$ cat src/sv/rcsfr_pkg.sv
// ----------------------------------------------------------------------------
// rcsfr_pkg: shared constants and types for the serial frame receiver
// Frame geometry, store addressing and the write-port bundle that the
// receive logic hands to the frame buffer.
// ----------------------------------------------------------------------------
package rcsfr_pkg;

  localparam int CHANNELS    = 14;
  localparam int FRAME_BYTES = 2 * CHANNELS + 4;
  localparam int STORE_DEPTH = 32;
  localparam int ADDR_W      = $clog2(STORE_DEPTH);

  // Byte positions of note inside a frame
  localparam logic [ADDR_W-1:0] CHK_LO_POS = ADDR_W'(FRAME_BYTES - 2);
  localparam logic [ADDR_W-1:0] LAST_POS   = ADDR_W'(FRAME_BYTES - 1);

  localparam logic [15:0] CHECK_INIT   = 16'hFFFF;
  localparam logic [7:0]  HEADER_RESET = 8'd32;

  // Register index of header_value on the APB port (paddr[2])
  localparam logic REG_HEADER = 1'b0;

  // Receiver states
  typedef enum logic [1:0] {
    RX_IDLE  = 2'b01,
    RX_FRAME = 2'b10
  } rx_state_t;

  // Write port into the frame store
  typedef struct packed {
    logic              en;
    logic [ADDR_W-1:0] addr;
    logic [7:0]        data;
  } fb_wr_t;

endpackage

$ cat src/sv/rcsfr_frame_buf.sv
// ----------------------------------------------------------------------------
// rcsfr_frame_buf: frame store and readout sequencer
// Holds the bytes of the frame being received in a synchronous memory and,
// on start, reads the whole frame out one item per cycle while out_stall is
// low, through an output register with a valid/stall handshake.
// ----------------------------------------------------------------------------
module rcsfr_frame_buf import rcsfr_pkg::*; (
  input  logic              clk,
  input  logic              rst,
  input  fb_wr_t            wr,
  input  logic              start,
  output logic              busy,
  output logic              out_valid,
  input  logic              out_stall,
  output logic [7:0]        frame_byte,
  output logic [ADDR_W-1:0] byte_position,
  output logic              last_byte
);

  logic [7:0]        mem [STORE_DEPTH];
  logic [7:0]        rd_data;
  logic [ADDR_W-1:0] rd_ptr;
  logic [ADDR_W-1:0] rd_pos;
  logic              emitting;
  logic              rd_pend;
  logic              load;
  logic              issue;

  // Move read data to the output register when it is empty or draining
  assign load  = rd_pend && (!out_valid || !out_stall);
  // Issue a read when the read data slot is free or frees this cycle
  assign issue = emitting && (!rd_pend || load);
  assign busy  = emitting || rd_pend;

  // Store port: one write and one registered read per cycle
  always_ff @(posedge clk) begin
    if (wr.en) begin
      mem[wr.addr] <= wr.data;
    end
    if (issue) begin
      rd_data <= mem[rd_ptr];
    end
  end

  // Readout sequencer
  always_ff @(posedge clk) begin
    if (rst) begin
      emitting <= 1'b0;
      rd_pend  <= 1'b0;
      rd_ptr   <= '0;
    end else begin
      if (start) begin
        emitting <= 1'b1;
        rd_ptr   <= '0;
      end else if (issue) begin
        rd_ptr <= rd_ptr + 1'b1;
        if (rd_ptr == LAST_POS) begin
          emitting <= 1'b0;
        end
      end
      rd_pend <= issue || (rd_pend && !load);
    end
  end

  // Remember the position of the read in flight
  always_ff @(posedge clk) begin
    if (issue) begin
      rd_pos <= rd_ptr;
    end
  end

  // Output register
  always_ff @(posedge clk) begin
    if (rst) begin
      out_valid <= 1'b0;
    end else if (load) begin
      out_valid <= 1'b1;
    end else if (!out_stall) begin
      out_valid <= 1'b0;
    end
  end

  always_ff @(posedge clk) begin
    if (load) begin
      frame_byte    <= rd_data;
      byte_position <= rd_pos;
      last_byte     <= (rd_pos == LAST_POS);
    end
  end

endmodule

$ cat src/sv/rc_serial_frame_receiver.sv
// A good frame's first item leaves via the sequencer, store read and output registers.
// Throughput: one received byte per cycle while in_stall is low; a good frame reads out
// one item per cycle without output stall, paced by the single read port of the store.
// Input is stalled while a frame is read out.
// Reset (rst, synchronous): idle, check value all ones, header_value 32, no output pending.
// The frame store is not cleared; every position is written before it is read.
// ----------------------------------------------------------------------------
// rc_serial_frame_receiver: RC receiver serial frame parser
// Hunts for the header byte, collects a fixed-length frame, checks the
// trailing little-endian check word and emits good frames byte by byte.
// ----------------------------------------------------------------------------
module rc_serial_frame_receiver import rcsfr_pkg::*; (
  input  logic              clk,
  input  logic              rst,
  input  logic              psel,
  input  logic              penable,
  input  logic              pwrite,
  input  logic [2:0]        paddr,
  input  logic [31:0]       pwdata,
  output logic [31:0]       prdata,
  output logic              pready,
  input  logic              in_valid,
  output logic              in_stall,
  input  logic [7:0]        rx_byte,
  output logic              out_valid,
  input  logic              out_stall,
  output logic [7:0]        frame_byte,
  output logic [ADDR_W-1:0] byte_position,
  output logic              last_byte
);

  logic [7:0]        header_value;
  rx_state_t         state;
  rx_state_t         state_next;
  logic [ADDR_W-1:0] byte_count;
  logic [ADDR_W-1:0] byte_count_next;
  logic [15:0]       running_sum;
  logic [15:0]       running_sum_next;
  logic [7:0]        chk_lo;
  logic              accept;
  logic              start;
  logic              busy;
  fb_wr_t            wr;

  // Configuration port
  assign pready = 1'b1;
  assign prdata = (paddr[2] == REG_HEADER) ? {24'd0, header_value} : 32'd0;

  always_ff @(posedge clk) begin
    if (rst) begin
      header_value <= HEADER_RESET;
    end else if (psel && penable && pwrite && pready && paddr[2] == REG_HEADER) begin
      header_value <= pwdata[7:0];
    end
  end

  // Hold input off while a frame is read out
  assign in_stall = busy;
  assign accept   = in_valid && !in_stall;

  // Receive path: store, accumulate check value, detect end of frame
  always_comb begin
    state_next       = state;
    byte_count_next  = byte_count;
    running_sum_next = running_sum;
    start            = 1'b0;
    wr.en            = 1'b0;
    wr.addr          = byte_count;
    wr.data          = rx_byte;
    if (accept) begin
      unique case (state)
        RX_IDLE: begin
          if (rx_byte == header_value) begin
            wr.en            = 1'b1;
            wr.addr          = '0;
            byte_count_next  = ADDR_W'(1);
            running_sum_next = CHECK_INIT - {8'd0, rx_byte};
            state_next       = RX_FRAME;
          end
        end
        RX_FRAME: begin
          wr.en           = 1'b1;
          byte_count_next = byte_count + 1'b1;
          if (byte_count < CHK_LO_POS) begin
            running_sum_next = running_sum - {8'd0, rx_byte};
          end
          if (byte_count == LAST_POS) begin
            state_next = RX_IDLE;
            start      = ({rx_byte, chk_lo} == running_sum);
          end
        end
        default: begin
          state_next = RX_IDLE;
        end
      endcase
    end
  end

  always_ff @(posedge clk) begin
    if (rst) begin
      state       <= RX_IDLE;
      byte_count  <= '0;
      running_sum <= CHECK_INIT;
    end else begin
      state       <= state_next;
      byte_count  <= byte_count_next;
      running_sum <= running_sum_next;
    end
  end

  // Capture the low byte of the check word as it arrives
  always_ff @(posedge clk) begin
    if (accept && state == RX_FRAME && byte_count == CHK_LO_POS) begin
      chk_lo <= rx_byte;
    end
  end

  rcsfr_frame_buf u_frame_buf (
    .clk           (clk),
    .rst           (rst),
    .wr            (wr),
    .start         (start),
    .busy          (busy),
    .out_valid     (out_valid),
    .out_stall     (out_stall),
    .frame_byte    (frame_byte),
    .byte_position (byte_position),
    .last_byte     (last_byte)
  );

endmodule
$ cat config.mk
export PLATFORM = sky130hd
export DESIGN_NAME = rc_serial_frame_receiver
export DESIGN_NICKNAME = d
export VERILOG_FILES = /design/src/sv/rcsfr_pkg.sv /design/src/sv/rcsfr_frame_buf.sv /design/src/sv/rc_serial_frame_receiver.sv
export SDC_FILE = /design/constraint.sdc
export NUM_CORES = 1
export LEC_CHECK = 0
export BUFFER_PORTS_ARGS = -buffer_cell sky130_fd_sc_hd__buf_2
export CAP_MARGIN = 20
export CELL_PAD_IN_SITES_DETAIL_PLACEMENT = 1
export CELL_PAD_IN_SITES_GLOBAL_PLACEMENT = 1
export CORE_MARGIN = 5
export CORE_UTILIZATION = 55
export CTS_CLUSTER_SIZE = 28
export DETAILED_ROUTE_END_ITERATION = 12
export HOLD_SLACK_MARGIN = 0.03
export PLACE_DENSITY_LB_ADDON = 0.1
export RECOVER_POWER = 50
export SYNTH_ARGS = -nofsm -noshare
export SYNTH_HDL_FRONTEND = slang
export SYNTH_SLANG_ARGS = --single-unit
export TNS_END_PERCENT = 10
$ cat constraint.sdc
create_clock -name clk -period 4 [get_ports clk]
set_clock_uncertainty 0.15 [all_clocks]
set_input_delay 0.2 -clock clk [delete_from_list [all_inputs] [get_ports clk]]
set_output_delay 0.2 -clock clk [all_outputs]
set_load 0.01 [all_outputs]
After elaboration in Yosys (flattened, before gate mapping). Memories as Yosys holds them, arrays and structs flattened. A register that Yosys moved wholly into a read port is not among the register bits. Cells that the tools add are included.

Register bits: 66. Memories: 1. Input bits: 50. Word-level logic and storage cells: 81. Output and inout port bits: 49. RAM bits: 256.

$add $sub $neg: 4. Magnitude comparators: 1. Muxes and demuxes: 23. Reductions and logical operators: 26. Equal/unequal tests: 12. Bitwise operators: 1.

Memory list: u_frame_buf.mem (words 32, bits a word 8, rd ports 1, clocked after memory_dff 1, wr ports 1, line rcsfr_frame_buf.sv:20) `logic [7:0] mem [STORE_DEPTH];`.

Operators with widths (count): 2-to-1 mux 16 bit (2); case mux 16 bit (2 select lines) (1); == test 5 bit, second input constant (4); == test 16 bit (1); subtractor 16 x 8 -> 16 bit (1); 2-to-1 mux 6 bit (2); adder 5 x 1 -> 5 bit, second input constant (2); 2-to-1 mux 1 bit (10); 2-to-1 mux 5 bit (2); case mux 5 bit (2 select lines) (1); subtractor 1 x 9 -> 10 bit, first input constant (1); logical AND 1 bit (9); == test 8 bit (1); 2-to-1 mux 8 bit (1); inequality test 2 bit, second input constant (3); AND reduction 3 bit (2); nonzero test 2 bit (3); logical NOT 1 bit (5); < comparator 5 bit, second input constant (1); logical OR 1 bit (4); 2-to-1 mux 2 bit (2); case mux 2 bit (2 select lines) (1); AND reduction 4 bit (1); == test 2 x 1 -> 1 bit, second input constant (1); 6 further kinds (6).

Depth between registers and ports, before layout. Gate-level depths: netlist (run 1).

Word-level depth: 7. Mapped depth: 8. Gate-level depth less buffers: 8.

By module. From an unflattened synthesis (run 1), not the netlist that was laid out.

Cell total of the unflattened synthesis: 841. Area total of the unflattened synthesis: 13749.4 µm².

By module, submodules not included: rcsfr_frame_buf (cells each 541, instances 1, area each 11111.9 µm², sequential area each 8658.3 µm²); rc_serial_frame_receiver (cells each 300, instances 1, area each 2637.5 µm², sequential area each 860.8 µm²).

Worst setup path after synthesis (run 1). No wires, ideal clock.

Path kind: register to register. From: register u_frame_buf.emitting. To: memory u_frame_buf.mem[13][0] (enable). Path buffers: 1. Setup slack: 1.595 ns. Data arrival time: 1.885 ns. Period minus slack after synthesis: 2.405 ns. Setup time: 0.370 ns. Data required time: 3.480 ns. Stages on the path, launching flop included: 7. Path through: dfxtp_1 > nor3b_2 > nand2_1 > nor2_1 > or4b_1 > clkbuf_1 > nor2_1.

Longest elaborated chain between the ends: 6.

RTL lines: start: declaration (line rcsfr_frame_buf.sv:24) `logic emitting;`; start signal: assignment (line rcsfr_frame_buf.sv:48) `emitting <= 1'b0;`; start signal: assignment (line rcsfr_frame_buf.sv:53) `emitting <= 1'b1;`; start signal: assignment (line rcsfr_frame_buf.sv:58) `emitting <= 1'b0;`; logical OR 1 bit (*) (line rcsfr_frame_buf.sv:33) `assign busy = emitting || rd_pend;`; logical NOT 1 bit (*) (line rc_serial_frame_receiver.sv:59) `assign accept = in_valid && !in_stall;`; logical AND 1 bit (*) (line rc_serial_frame_receiver.sv:59); 2-to-1 mux 6 bit (*) (line rc_serial_frame_receiver.sv:70) `if (accept) begin`; 2-to-1 mux 1 bit (line rcsfr_frame_buf.sv:37) `if (wr.en) begin`; 2-to-1 mux 1 bit (implied by the code) (line rcsfr_frame_buf.sv:38) `mem[wr.addr] <= wr.data;`; end: declaration (line rcsfr_frame_buf.sv:20).

Mark *: on every way between the ends. The rest lies on a longest branch, timed or not.

Final worst setup path (run 1).
From: input rx_byte[5]. To: memory u_frame_buf.mem[29][3] (enable).

Longest elaborated chain between the ends: 6. Elaborated cells on any way between the ends: 7. Those cells by class: 1 x eq/ne; 6 x mux.

RTL lines: start: declaration (line rc_serial_frame_receiver.sv:24) `input logic [7:0] rx_byte,`; == test 8 bit (*) (line rc_serial_frame_receiver.sv:73) `if (rx_byte == header_value) begin`; 2-to-1 mux 6 bit (*) (line rc_serial_frame_receiver.sv:73); case mux 1 bit (2 select lines) (line rc_serial_frame_receiver.sv:71) `unique case (state)`; 2-to-1 mux 6 bit (*) (line rc_serial_frame_receiver.sv:70); 2-to-1 mux 1 bit (line rcsfr_frame_buf.sv:37); 2-to-1 mux 1 bit (implied by the code) (line rcsfr_frame_buf.sv:38).

Marks and branches as above.

==> results of run 1 <==
## worst register-to-register path, stage by stage (launching register included)
cell     delay [ns]
dfxtp_1        0.35
nor3b_2        0.19
buf_4          0.23
nand2_1        0.15
nor2_1         0.22
or4b_1         0.74
nor2_1         0.81
## per-layer routing
| layer | GRT usage [%] | routed length, microns | vias to the layer above | share of wire (%) |
|---|---|---|---|---|
| met5 | 0 | 0 | - | 0 |
| met4 | 6.69 | 895 | 0 | 2.6 |
| met3 | 3.87 | 1980 | 59 | 5.7 |
| met2 | 41.6 | 17500 | 260 | 51 |
| met1 | 33.1 | 14100 | 4168 | 41 |
| li1 | - | - | 3496 | - |
## area by class of cell
class                      instances  area (sq um)
clock buffer                      46           977
timing repair buffer             104           647
inverter                          16          60.1
sequential                       330          9520
clock inverter                    14           129
multi-input combinational        464          4120
fill                            2303          9250
tap                              330           413
## through the flow
step	cell area (sq um)	hold WS (ns)	utilization (%)	cells	power (mW)
final	15900	0.101	63.2	1304	7.05
after CTS	15900	0.0446	63.5	1304	7.11
after detailed placement	14700	0.261	58.7	1234	4.00
after global routing	15900	0.121	63.2	1304	7.31
after global placement	14700	0.264	58.7	1234	3.99
after floorplan	14100	0.149	-	874	3.91
## cell usage in the layout, fill, tap and decap left out, types with 4 or more instances in the layout
cell type and n:
mux2i_1 37, buf_4 36, o21ai_0 15, clkbuf_8 6
nor2_1 65, nand3_1 15, mux4_2 64, or4_1 6
conb_1 25, nand4b_1 5, clkbuf_1 40, nor3_1 14
dfxtp_1 38, nand4_1 6, clkbuf_16 35, nand2_1 42
inv_1 16, nand3b_1 5, and3_1 4, buf_2 21
ha_1 15, nor2b_1 12, dlygate4sd3_1 10, o31ai_1 6
a21oi_1 20, edfxtp_1 291, xnor2_1 13, xor2_1 13
a221oi_1 9, a22o_1 8, clkinv_2 5
## kinds of logic after synthesis
| kind of cell | synth area share, % |
|---|---|
| buffers and inverters | 3.05 |
| XOR/XNOR | 1.98 |
| flip-flops | 68.1 |
| AND/OR/NAND/NOR | 7.55 |
| AO/OA/AOI/OAI | 4.32 |
| multiplexers | 13.4 |
| adder cells (fa/ha/maj) | 1.49 |
| other | 0.0537 |
## power groups by stage
stage / combinational [mW] / sequential [mW] / clock [mW]
3_5_place_dp: 0.183 / 3.81 / 0
3_3_place_gp: 0.172 / 3.81 / 0
6_report: 0.187 / 3.74 / 3.12
4_1_cts: 0.192 / 3.74 / 3.18
2_1_floorplan: 0.0951 / 3.82 / 0
5_1_grt: 0.203 / 3.74 / 3.36
## cell usage after synthesis (16+ instances only)
library cell	n	share of area, %
edfxtp_1	291	63
inv_1	16	0.43
buf_4	29	1.6
dfxtp_1	39	5.6
mux4_2	64	10
mux2i_1	37	2.7
nor2_1	65	1.7
nand2_1	42	1.1
clkbuf_1	20	0.54
a21oi_1	20	0.72
## flip-flops by register name (all words and copies together), names as in the netlist, 2 cells and up
register,flops
running_sum,16
header_value,8
u_frame_buf.frame_byte,8
u_frame_buf.mem,256
u_frame_buf.rd_ptr,5
state,2
chk_lo,8
u_frame_buf.rd_pos,5
byte_count,5
u_frame_buf.rd_data,8
u_frame_buf.byte_position,5
## how the worst min path moves through the flow
stage	from	end	cells after the start
6_report	penable	header_value[7]	4
5_1_grt	penable	header_value[6]	4
4_1_cts	rx_byte[6]	chk_lo[6]	1
3_5_place_dp	u_frame_buf.rd_data[2]	u_frame_buf.frame_byte[2]	0
3_3_place_gp	u_frame_buf.rd_data[2]	u_frame_buf.frame_byte[2]	0
2_1_floorplan	rx_byte[0]	chk_lo[0]	0
==> results by group, run 1 <==
Setup path
  • Crit path capture: u_frame_buf.mem[29][3]
  • R2R depth: 6
  • WP depth: 7
  • CP cell instances: dlygate4sd3_1 -> clkbuf_1 -> xnor2_1 -> nand3_1 -> nor3_1 -> or4b_1 -> nor2_1
  • Startpoint Class: primary input
  • CP arrival: 3.37 ns
  • Bufs and invs on worst path: 2
  • RR Startpoint: u_frame_buf.emitting
  • Worst Path Required: between 3 and 4 ns
  • Critical path class: in -> reg
  • Slack of the worst reg-to-reg path: about 0.8 ns
  • Worst setup path start: rx_byte[5]
  • Crit end category: register
  • Worst path max stage delay: 0.81 ns
  • CP max FO: 11
  • Critical path's slowest cell: nor2_1
  • Cell family with most CP delay: simple AND/OR/NAND/NOR gates
  • Reg-to-reg endpoint: u_frame_buf.mem[29][3]

Detailed routing
  • Pre-antenna DRT Iters: 5
  • Vias: 7983
  • Initial DRC Count: roughly 630
  • Final WL: about 34 mm
  • Final routed DRC violation total: 0
  • WL/cell: between 20 and 30 microns
  • Vias per cell: around 6
  • Post-route ant nets: 0

Clock tree
  • Inserted Clock Buffers: 34
  • Clock root cell: clkbuf_16
  • Worst-path clk slew: around 0.06 ns
  • CTS tree: done
  • Clk_lat worst skew: 0.51 ns
  • Number of post-CTS setup repair buffers: 0
  • Sink Count: 330
  • Bufs on Longest Clock Path: 3
  • Post-CTS Hold Fix Bufs: 10
  • H-tree depth: 2
  • CTS resizes: 0

STA
  • Final setup margin: 0.608 ns
  • Achievable Freq: between 0.2 and 0.3 GHz
  • Final hold vios: 0
  • Period utilization: a little over four fifths
  • Setup TNS: 0 ns
  • RSZ-0062 raised after global routing: no
  • Final setup vio count: 0
  • Min cycle time layout: roughly 3.4 ns
  • Slew Limit Fails: 34
  • Rel. slew slack: -6.16%
  • Worst-Margin Slew: 1.59 ns

Synth
  • Number of synthesized register bits: 330
  • Async S/R FF share, synth: 0%
  • Synthesis Warnings: 0
  • Mapped cell area: approximately 0.014 sq mm
  • Synth Instances: 851
  • Main synth FF type: edfxtp_1
  • Netlist cell types: 67
  • Seq/Total Area, Yosys: between 60% and 70%
  • Post-synth EDFFs: a little under 300
  • Avg Cell Area, Syn: 16.4 sq um

Die
  • Initial Util: around 56%
  • Die area: 0.0287 sq mm
  • Core Region: between 0.02 and 0.03 sq mm
  • Row count: 58
  • Die Span Y: 169 microns
  • Die Span X: 169 microns
  • Io pins: roughly 100

Power and ir drop
  • Part of the power in registers: a little over half
  • Combinational power share: under 10%
  • Switching pwr: 1.41 mW
  • Clock power frac: between 40 and 50%
  • Max VDD drop: about 0.38 mV
  • Power Dens Cells: between 400 and 500 mW/mm^2
  • Sw Share: between 20% and 30%
  • Pint: ~5.6 mW
  • P_leak: just over 5 nW

Place
  • Port buffer count: 47
  • Post-DP HPWL: approximately 23 mm
  • Routability cong.: 0.897
  • Pre-CTS setup slack: 0.803 ns

GRT
  • Largest net degree at the start of global routing: 50
  • Initial antenna violation count: 0
  • GRT overflow: 0
  • First-pass GRT wire length: between 50 and 60 mm
  • GRT Total Usage: about a quarter
  • Vias in the first global route: 8458

Finish
  • N_diodes: 0
  • Nets: about 1000
  • Synth-to-Final Area Change: 13.5%
  • Share of layout cells above drive strength 1: just under 20%

Flow run
  • Max cap viols: 1

Run status
  • Run status: finished with violations
  • Failing checks: max-capacitance violations, max-slew violations

Hold path
  • Worst hold path type: in -> reg
No activity file was read; power rests on OpenSTA's default activity.
==> run 2: changes to the inputs <==
--- a/config.mk
+++ b/config.mk
@@ -10,7 +10,7 @@
 export CELL_PAD_IN_SITES_DETAIL_PLACEMENT = 1
 export CELL_PAD_IN_SITES_GLOBAL_PLACEMENT = 1
 export CORE_MARGIN = 5
-export CORE_UTILIZATION = 55
+export CORE_UTILIZATION = 46
 export CTS_CLUSTER_SIZE = 28
 export DETAILED_ROUTE_END_ITERATION = 12
 export HOLD_SLACK_MARGIN = 0.03
==> constraint.sdc (replaced) <==
create_clock -name clk -period 2.9 [get_ports clk]
set_clock_uncertainty 0.15 [all_clocks]
set_input_delay 0.145 -clock clk [delete_from_list [all_inputs] [get_ports clk]]
set_output_delay 0.145 -clock clk [all_outputs]
set_load 0.01 [all_outputs]
==> results by group, run 2 (same netlist as run 1, synthesis figures left out) <==
GRT
  • GR peak layer: met2
  • Initial antenna violation count: 0
  • GRT overflow: 0
  • Vias in the first global route: 8408
  • GRT Total Usage: about a fifth
  • Met2 Use GR: around 36%
  • Largest net degree at the start of global routing: 49
  • GR Layer Usage met3: approximately 2.6%
  • GRT met1 Usage: 26.1%
  • First-pass GRT wire length: between 50 and 60 mm

Hold path
  • Worst hold path type: in -> reg
  • WHS Path Cells: 4
  • Hold Crit Start: rx_byte[2]
  • Hold EP: running_sum[2]

Finish
  • Synth-to-Final Area Change: 15.9%
  • Most flops, register: u_frame_buf.mem
  • Multi-input logic area: 0.00412 sq mm
  • Max FFs per register: around 260
  • Non-filler cells, final: approximately 1400
  • Share of layout cells above drive strength 1: around 23%
  • Regs by FF count: u_frame_buf.mem: 256 flops, running_sum: 16 flops
  • Filler cells: 2831
  • FF/Latch Area: ~0.0095 sq mm
  • Nets: 1036
  • N_diodes: 0
  • Final Cell Area: approximately 0.016 sq mm
  • Share of the core filled with cells: approximately 54%
  • Commonest cells after routing, fill and taps aside: 291 x edfxtp_1, 65 x nor2_1, 64 x mux4_2
  • Commonest non-fill, non-tap cell in the layout: edfxtp_1

Setup path
  • Startpoint Class: primary input
  • CP arrival: about 2.8 ns
  • R2R depth: 6
  • Crit end category: register
  • Reg-to-reg endpoint: u_frame_buf.mem[2][3]
  • Worst path max stage delay: around 0.80 ns
  • CP cell instances: dlygate4sd3_1 -> buf_2 -> xnor2_2 -> nand4_2 -> nor3_1 -> nand4bb_1 -> nor2_1
  • Critical path class: in -> reg
  • Worst Path Required: about 2.9 ns
  • RR Startpoint: state[1]
  • CP max FO: 8
  • Critical path's slowest cell: nor2_1
  • Slack of the worst reg-to-reg path: around 0.11 ns

STA
  • Worst-Margin Slew: 1.91 ns
  • Min cycle time layout: around 2.8 ns
  • RSZ-0062 raised after global routing: yes
  • Setup TNS: 0 ns
  • Final setup vio count: 0
  • Achievable Freq: approximately 0.35 GHz
  • Hold Slack: 0.0429 ns
  • Period utilization: a little over nine tenths
  • Final hold vios: 0
  • Rel. slew slack: -27.5%
  • Slew Limit Fails: 36
  • Final setup margin: a little over 0.05 ns

Clock tree
  • Number of post-CTS setup repair buffers: 0
  • Clk_lat worst skew: roughly 0.5 ns
  • Bufs on Longest Clock Path: 3
  • Inserted Clock Buffers: 36
  • CTS tree: done
  • H-tree depth: 2
  • Worst-path clk slew: 0.05 ns
  • Clock root cell: clkbuf_16
  • Sink Count: between 300 and 400

Die
  • Core Region: a little under 0.03 sq mm
  • Die area: 0.0340 sq mm
  • Initial Util: between 40% and 50%
  • Row count: 63
  • Die Span X: roughly 180 microns
  • Die Span Y: 184 microns
  • Io pins: about 100

Detailed routing
  • Final routed DRC violation total: 0
  • WL/cell: ~24 microns
  • Initial DRC Count: between 400 and 500
  • Vias per cell: about 5.7
  • Vias: roughly 8000
  • Final WL: 33.4 mm
  • Post-route ant nets: 0
  • Pre-antenna DRT Iters: 4

Power and ir drop
  • Part of the power in registers: approximately 53%
  • Switching pwr: 1.93 mW
  • Max VDD drop: roughly 0.33 mV
  • Clock power frac: between 40% and 50%
  • P_leak: between 5 and 6 nW
  • Pwr Total: approximately 10 mW
  • Pint: ~7.9 mW
  • Combinational power share: 2.7%
  • Power Dens Cells: 605 mW/mm^2
  • Sw Share: between 10% and 20%

Run status
  • Failing checks: max-capacitance violations, max-slew violations
  • Run status: finished with violations

Place
  • Placed cell areas: approximately 0.015 sq mm
  • Post-DP HPWL: 22.8 mm
  • Placed insts: between 1000 and 1500
  • Port buffer count: 47
  • Pre-CTS setup slack: approximately 0.065 ns
  • Routability cong.: between 0.8 and 0.9

Flow run
  • Max cap viols: 1
==> run 2: repair_timing <==
item	4_1_cts	5_1_grt
endpoints found under the setup margin	0	37
hold buffers	20	0
resized for setup	0	1
hold endpoints to repair	28	0
==> run 2: worst max-delay path, delay by kind of cell <==
kind	cells	cell delay, ns
simple gates	4	1.69
buf+inv	2	0.80
xor+xnor	1	0.17
==> run 2: final cells by class <==
cell class	count	area share (%)
multi-input cells	464	25.4
clock inverters	17	0.958
inverters	16	0.371
well taps	390	3.01
flip-flops and latches	330	58.8
clock buffers	44	6.00
repair buffers	122	5.46
==> run 2: per-layer routing <==
layer / up-vias / routed length (microns)
met4: 0 / 824
met3: 59 / 1220
met1: 4069 / 14100
met5: - / 0
met2: 177 / 17300
li1: 3539 / -
==> run 2: power groups by stage <==
stage | clock network (mW) | registers (mW) | logic (mW)
5_1_grt | 4.69 | 5.16 | 0.291
4_1_cts | 4.48 | 5.16 | 0.270
6_report | 4.38 | 5.16 | 0.267
2_1_floorplan | 0 | 5.26 | 0.131
3_3_place_gp | 0 | 5.26 | 0.237
3_5_place_dp | 0 | 5.26 | 0.251
==> run 2: how the worst max path moves through the flow <==
stage / start / to / slack [ns] / cells past startpoint
after floorplan: u_frame_buf.emitting / u_frame_buf.mem[13][0] / 0.49 / 6
after global placement: state[1] / u_frame_buf.mem[2][1] / 0.18 / 6
after detailed placement: state[1] / u_frame_buf.mem[3][1] / 0.06 / 6
after CTS: rx_byte[7] / u_frame_buf.mem[3][1] / 0.02 / 7
after global routing: state[1] / u_frame_buf.mem[2][3] / -0.05 / 6
final: rx_byte[7] / u_frame_buf.mem[2][3] / 0.05 / 7
